File: src/sv/smq_pkg.sv
`timescale 1ns / 1ps
`default_nettype none
// ----------------------------------------------------------------------------
// smq_pkg: shared types and constants for the stack with median query
// Request and status codes, controller states, and the command / status
// structs that join the controller and the datapath.
// ----------------------------------------------------------------------------
package smq_pkg;

  localparam int KEY_BITS_DEF    = 16;
  localparam int STACK_DEPTH_DEF = 1024;

  localparam int REQ_W     = 2;
  localparam int IN_KEY_W  = 16;
  localparam int STS_W     = 2;
  localparam int RES_KEY_W = 16;
  localparam int IN_TDATA_W  = 24;
  localparam int OUT_TDATA_W = 24;

  typedef enum logic [REQ_W-1:0] {
    REQ_PUSH = 2'd0,
    REQ_POP  = 2'd1,
    REQ_PEEK = 2'd2
  } req_t;

  typedef enum logic [STS_W-1:0] {
    STS_OK    = 2'd0,
    STS_EMPTY = 2'd1,
    STS_FULL  = 2'd2
  } status_t;

  typedef enum logic [3:0] {
    ST_CLEAR,
    ST_IDLE,
    ST_DISPATCH,
    ST_POP_KEY,
    ST_UPD_RD,
    ST_UPD_WR,
    ST_SEL_RD,
    ST_SEL_CMP,
    ST_EMIT
  } state_t;

  typedef struct packed {
    logic    clr_step;  // zero one tree node, advance clear pointer
    logic    accept;    // latch request
    logic    push;      // write stack top, count up, start leaf walk (+1)
    logic    pop_rd;    // count down, read stack top
    logic    pop_key;   // take popped key, start leaf walk (-1)
    logic    tree_rd;   // read tree node on update walk
    logic    tree_wr;   // write back adjusted count, move to parent
    logic    sel_init;  // start median descent at root
    logic    sel_rd;    // read left child
    logic    sel_step;  // choose child, adjust rank
    logic    set_res;   // load error result
    status_t res_code;
    logic    emit;      // load output register
  } smq_cmd_t;

  typedef struct packed {
    logic               clr_last;
    logic [REQ_W-1:0]   req;
    logic               empty;
    logic               full;
    logic               node_root;
    logic               last_level;
    logic               out_free;
  } smq_sts_t;

endpackage
`default_nettype wire

File: src/sv/smq_ctrl.sv
`timescale 1ns / 1ps
`default_nettype none
// ----------------------------------------------------------------------------
// smq_ctrl: request sequencer
// Clears the count tree after reset, then runs one request at a time:
// stack access, tree update walk or median descent, result hand-off.
// ----------------------------------------------------------------------------
module smq_ctrl (
  input  logic               clk,
  input  logic               rst_n,
  input  logic               in_valid,
  output logic               in_ready,
  input  smq_pkg::smq_sts_t  sts,
  output smq_pkg::smq_cmd_t  cmd
);

  smq_pkg::state_t state_r, state_nxt;

  always_ff @(posedge clk) begin
    if (!rst_n) begin
      state_r <= smq_pkg::ST_CLEAR;
    end else begin
      state_r <= state_nxt;
    end
  end

  always_comb begin
    state_nxt    = state_r;
    cmd          = '0;
    cmd.res_code = smq_pkg::STS_OK;
    in_ready     = 1'b0;
    case (state_r)
      smq_pkg::ST_CLEAR: begin
        cmd.clr_step = 1'b1;
        if (sts.clr_last) begin
          state_nxt = smq_pkg::ST_IDLE;
        end
      end
      smq_pkg::ST_IDLE: begin
        in_ready = 1'b1;
        if (in_valid) begin
          cmd.accept = 1'b1;
          state_nxt  = smq_pkg::ST_DISPATCH;
        end
      end
      smq_pkg::ST_DISPATCH: begin
        case (sts.req)
          smq_pkg::REQ_PUSH: begin
            if (sts.full) begin
              cmd.set_res  = 1'b1;
              cmd.res_code = smq_pkg::STS_FULL;
              state_nxt    = smq_pkg::ST_EMIT;
            end else begin
              cmd.push  = 1'b1;
              state_nxt = smq_pkg::ST_UPD_RD;
            end
          end
          smq_pkg::REQ_POP: begin
            if (sts.empty) begin
              cmd.set_res  = 1'b1;
              cmd.res_code = smq_pkg::STS_EMPTY;
              state_nxt    = smq_pkg::ST_EMIT;
            end else begin
              cmd.pop_rd = 1'b1;
              state_nxt  = smq_pkg::ST_POP_KEY;
            end
          end
          smq_pkg::REQ_PEEK: begin
            if (sts.empty) begin
              cmd.set_res  = 1'b1;
              cmd.res_code = smq_pkg::STS_EMPTY;
              state_nxt    = smq_pkg::ST_EMIT;
            end else begin
              cmd.sel_init = 1'b1;
              state_nxt    = smq_pkg::ST_SEL_RD;
            end
          end
          default: begin
            state_nxt = smq_pkg::ST_IDLE;   // unused code: dropped
          end
        endcase
      end
      smq_pkg::ST_POP_KEY: begin
        cmd.pop_key = 1'b1;
        state_nxt   = smq_pkg::ST_UPD_RD;
      end
      smq_pkg::ST_UPD_RD: begin
        cmd.tree_rd = 1'b1;
        state_nxt   = smq_pkg::ST_UPD_WR;
      end
      smq_pkg::ST_UPD_WR: begin
        cmd.tree_wr = 1'b1;
        if (!sts.node_root) begin
          state_nxt = smq_pkg::ST_UPD_RD;
        end else if (sts.req == smq_pkg::REQ_POP) begin
          state_nxt = smq_pkg::ST_EMIT;
        end else begin
          state_nxt = smq_pkg::ST_IDLE;
        end
      end
      smq_pkg::ST_SEL_RD: begin
        cmd.sel_rd = 1'b1;
        state_nxt  = smq_pkg::ST_SEL_CMP;
      end
      smq_pkg::ST_SEL_CMP: begin
        cmd.sel_step = 1'b1;
        state_nxt    = sts.last_level ? smq_pkg::ST_EMIT : smq_pkg::ST_SEL_RD;
      end
      smq_pkg::ST_EMIT: begin
        if (sts.out_free) begin
          cmd.emit  = 1'b1;
          state_nxt = smq_pkg::ST_IDLE;
        end
      end
      default: begin
        state_nxt = smq_pkg::ST_CLEAR;
      end
    endcase
  end

endmodule
`default_nettype wire

File: config.mk
export PLATFORM = sky130hd
export DESIGN_NAME = smq_ctrl
export DESIGN_NICKNAME = d
export VERILOG_FILES = /design/src/sv/smq_pkg.sv /design/src/sv/smq_ctrl.sv
export SDC_FILE = /design/constraint.sdc
export NUM_CORES = 1
export LEC_CHECK = 0
export BUFFER_PORTS_ARGS = -buffer_cell sky130_fd_sc_hd__buf_2
export CAP_MARGIN = 10
export CORE_AREA = 4 4 41 43
export CTS_CLUSTER_SIZE = 20
export DETAILED_ROUTE_END_ITERATION = 7
export DIE_AREA = 0 0 45 47
export HOLD_SLACK_MARGIN = 0.05
export PLACE_DENSITY = 0.77
export SYNTH_ARGS = -nofsm -noshare
export SYNTH_HDL_FRONTEND = slang
export SYNTH_SLANG_ARGS = --single-unit
File: constraint.sdc
create_clock -name clk -period 1.95 [get_ports clk]
set_input_delay 0.39 -clock clk [delete_from_list [all_inputs] [get_ports clk]]
set_output_delay 0.39 -clock clk [all_outputs]
set_load 0.03 [all_outputs]
---- After elaboration in Yosys (flattened, before gate mapping) ----
Index checks and enable logic that the tools add are counted.
storage, ports and cells
  output and inout port bits .............. 15
  input bits .............................. 11
  bits in registers ....................... 4
  word-level logic and storage cells ...... 51
operators by class
  reduce and logical (&&, ||, !) cells .... 4
  muxes and demuxes ....................... 33
  equal/unequal tests ..................... 13
operator list
  cell                number
  $mux 4              9
  $pmux 4 s9          1
  $mux 1              17
  $eq 4x3->1 const B  4
  $pmux 4 s3          1
  $mux 3              3
  $eq 4x2->1 const B  2
  $ne 2x2->1 const B  3
  $pmux 3 s2          1
  $eq 4x1->1 const B  1
  $eq 4x4->1 const B  1
  $logic_not 4->1     1
  $reduce_and 3->1    1
  $eq 2x1->1 const B  1
  $eq 2x2->1 const B  1
  $logic_not 2->1     1
  $mux 2              1
  $reduce_or 2->1     1

---- Depth between registers and ports, before layout ----
  word-level depth ........................ 4
  gate-level depth with buffers ........... 6
  mapped depth without buffers ............ 6

---- Least setup slack after synthesis ----
No wires, ideal clock.
  path type ............................... flip-flop to flip-flop
  start point ............................. reg state_r[2]
  end point ............................... reg state_r[2]
  clock period less this slack ............ 2.097 ns
  buffers on the path ..................... 0
  setup slack ............................. -0.147 ns
  cell stages (with the launch flop) ...... 5
  arrival time ............................ 2.039 ns
  cell sequence ........................... dfxtp_1 or4b_4 nor3b_1 o21ba_2 o21a_1
on the way
  word-level cells in the longest chain between the ends .. 3
  elaborated cells between the ends (all ways) .. 14
  those cells by class .................... eq/ne (11); mux (1); reduce/logical (2)
ends and longest elaborated chain
  what                                RTL line        RTL
  start, declared                     smq_ctrl.sv:17  smq_pkg::state_t state_r, state_nxt;
  start signal, assigned              smq_ctrl.sv:21  state_r <= smq_pkg::ST_CLEAR;
  start signal, assigned              smq_ctrl.sv:23  state_r <= state_nxt;
  $eq 4x4->1 (tied with other cells)  smq_ctrl.sv:32  case (state_r)
  $ne 2x2->1 (no source line)         -
  $reduce_and 3->1 (no source line)   -
Several ways; a longest one is shown, not always the timed one.
A chain may end at the register's enable or synchronous reset.

==> results.json <==
{
  "first_global_vias": 563,
  "dp_slack_ns": 0.1233,
  "clock_latency_ns": 0.24,
  "numCtsBuffers": 3,
  "routed_wl_um": 1479,
  "async_flop_share_pct": 0,
  "hp-class": "in2reg",
  "ant_nets": 0,
  "final_area_um2": 742.0,
  "crit_required_ns": 1.56,
  "end_kind": "primary output",
  "die_area_um2": 2115,
  "wire_per_inst_um": 12.64,
  "drc": 0,
  "synth_cell_type_count": 29,
  "setup_ws_ns": -0.07971,
  "die_h_um": 47,
  "dp_hpwl_um": 1136,
  "tightest_slew_ns": 0.2759,
  "power_density_nw_per_um2": 499.2,
  "syn_inst": 73,
  "ys_seq_elements": 4,
  "critPathKind": "reg2out",
  "avgSynthCellArea_um2": 7.044,
  "grt_pass1_wl_um": 2318,
  "fmax_ghz": 0.4927,
  "combPwrFrac_pct": 45.9,
  "layout-drive-gt1-share_pct": 41.18,
  "outcome": "finished with violations",
  "leakagePower_nw": 0.3514,
  "start_util_pct": 39.52,
  "regMostFlops": "state_r",
  "p_int_mw": 0.2241,
  "coreArea_um2": 1301,
  "antenna_cells": 0,
  "slew_headroom_pct": 81.46,
  "finalCritPeriodShare_pct": 104.1,
  "final_hold_viol_count": 0,
  "fillers": 132,
  "power_frac_seq_pct": 24.6,
  "fin_worst_skew_ns": 0.002584,
  "worstPathMaxFanout": 5,
  "grt_usage_pct": 14.47,
  "numPortBuffers": 25,
  "placementRows": 13,
  "drv_cap": 0,
  "cts_tree": "built",
  "finalMaxSlewViolations": 0,
  "cts_root_buf": "clkbuf_4",
  "drt-pass1-iter-count": 4,
  "vias": 640,
  "start_kind": "flip-flop",
  "cp.arrival_ns": 1.64,
  "overflow": 0,
  "top_regs": "state_r x4",
  "antenna_found_initial": 0,
  "gp_congestion": 0.7946,
  "area_growth_pct": 44.28,
  "ys_seq_area_share_pct": 15.57,
  "h-tree-depth": 1,
  "drt_iter0_drc": 6,
  "ys_warn_count": 0,
  "fin_total_pwr_mw": 0.3704,
  "vias_per_cell": 5.470,
  "die_x_um": 45,
  "synth_flop_cell": "dfxtp_1",
  "netlist_area_um2": 514.2,
  "setup_viol": 2,
  "violations": "setup timing",
  "largest_reg_flops": 4,
  "swShare_pct": 39.49,
  "syn_nets": 89,
  "cts_buffer_depth": 2,
  "cts.sinks": 4,
  "ir_drop_mv": 0.3443,
  "p_switching_mw": 0.1463,
  "grt_max_degree": 16,
  "rsz0062_at_grt": "true",
  "nets": 120,
  "synth_edf_count": 0,
  "io_pins": 26,
  "period_needed_ns": 2.030,
  "clk_pin_slew_worst_paths_ns": 0.04,
  "placed_area_um2": 694.4,
  "p_clk_share_pct": 29.5
}
## Yosys cell counts, types with 2 or more instances
cell type | instances | share of area, %
a21oi_1 | 5 | 4.9
a31oi_1 | 2 | 2.4
and3_1 | 2 | 2.4
clkbuf_1 | 4 | 2.9
dfxtp_1 | 4 | 16
ha_1 | 5 | 12
inv_1 | 4 | 2.9
nand2_1 | 8 | 5.8
nand2b_1 | 4 | 4.9
nor2_1 | 7 | 5.1
nor3_1 | 5 | 4.9
nor3b_1 | 4 | 5.8
o21ai_0 | 3 | 2.9
## final timing paths
| check | startpoint | to | slack [ns] | cells after the start |
|---|---|---|---|---|
| worst max-delay path | state_r[3] | cmd[3] | -0.08 | 4 |
| worst min-delay path | rst_n | state_r[3] | 0.39 | 3 |
| worst max register to register | state_r[3] | state_r[1] | 0.17 | 5 |
| worst min register to register | state_r[3] | state_r[3] | 0.68 | 3 |
## power groups by stage
stage,Combinational (mW),Clock [mW],Sequential [mW]
2_1_floorplan,0.112,0,0.0963
3_3_place_gp,0.164,0,0.0920
3_5_place_dp,0.167,0,0.0925
4_1_cts,0.171,0.108,0.0912
5_1_grt,0.186,0.110,0.0916
6_report,0.170,0.109,0.0912
## kinds of logic (layout without fill, tap and decap cells)
| logic type | Yosys count | after routing | share of synthesized area, % |
|---|---|---|---|
| AO/OA/AOI/OAI | 21 | 21 | 29.20 |
| adder cells (fa/ha/maj) | 5 | 5 | 12.17 |
| flip-flops | 4 | 4 | 15.57 |
| AND/OR/NAND/NOR | 35 | 35 | 37.23 |
| buffers and inverters | 8 | 37 | 5.838 |
## critical path, stage by stage (launching register included)
cell and delay [ns]:
dfxtp_1 0.30, or4b_4 0.57, or2_4 0.27, a21oi_2 0.11
buf_6 0.14
## layout by cell type, fill, tap and decap left out
| cell | instances |
|---|---|
| a211oi_1 | 1 |
| a21o_1 | 1 |
| a21oi_1 | 4 |
| a21oi_2 | 1 |
| a31oi_1 | 2 |
| a32oi_1 | 1 |
| and2_1 | 1 |
| and3_1 | 2 |
| buf_2 | 21 |
| buf_4 | 7 |
| buf_6 | 2 |
| clkbuf_4 | 3 |
| dfxtp_1 | 4 |
| ha_1 | 5 |
| inv_1 | 4 |
| nand2_1 | 8 |
| nand2b_1 | 4 |
| nand3b_1 | 1 |
| nor2_1 | 6 |
| nor2_2 | 1 |
| nor3_1 | 4 |
| nor3_2 | 1 |
| nor3b_1 | 2 |
| nor3b_2 | 2 |
| nor4_1 | 1 |
| o211ai_1 | 1 |
| o21a_1 | 1 |
| o21ai_0 | 3 |
| o21ba_2 | 1 |
| o21bai_1 | 1 |
| o22ai_1 | 1 |
| o32a_1 | 1 |
| o32ai_1 | 1 |
| o32ai_2 | 1 |
| or2_4 | 1 |
| or4b_4 | 1 |
## timing repair
action | CTS | global route
buffers inserted | 1 | 0
resized for setup | 6 | 0
hold buffers | 0 | 0
setup endpoints to repair | 4 | 4
## area by class of cell
class | instances | area [um2] | share of cell area (%)
multi-input combinational | 61 | 425.4 | 57.34
timing repair buffer | 30 | 180.2 | 24.28
sequential | 4 | 80.08 | 10.79
tap | 15 | 18.77 | 2.530
clock buffer | 3 | 22.52 | 3.035
inverter | 4 | 15.01 | 2.024
## metal layers
layer	track usage (%)	vias to the layer above	part of all wire, %
met5	0	-	0
met4	3.509	0	0.54
met3	1.149	2	10
met2	24.86	35	46
met1	19.59	278	43
li1	-	325	-
## metrics by stage
stage	setup TNS, ns	utilization, %	cells	hold WS [ns]
6_report	-0.1530	57.02	117	0.3939
5_1_grt	-0.2694	57.02	117	0.4133
4_1_cts	-0.1509	57.02	117	0.3950
3_5_place_dp	0	53.37	113	0.6408
3_3_place_gp	0	53.37	113	0.6386
2_1_floorplan	0	-	73	0.4993
Power figures use the tool's default switching activity.
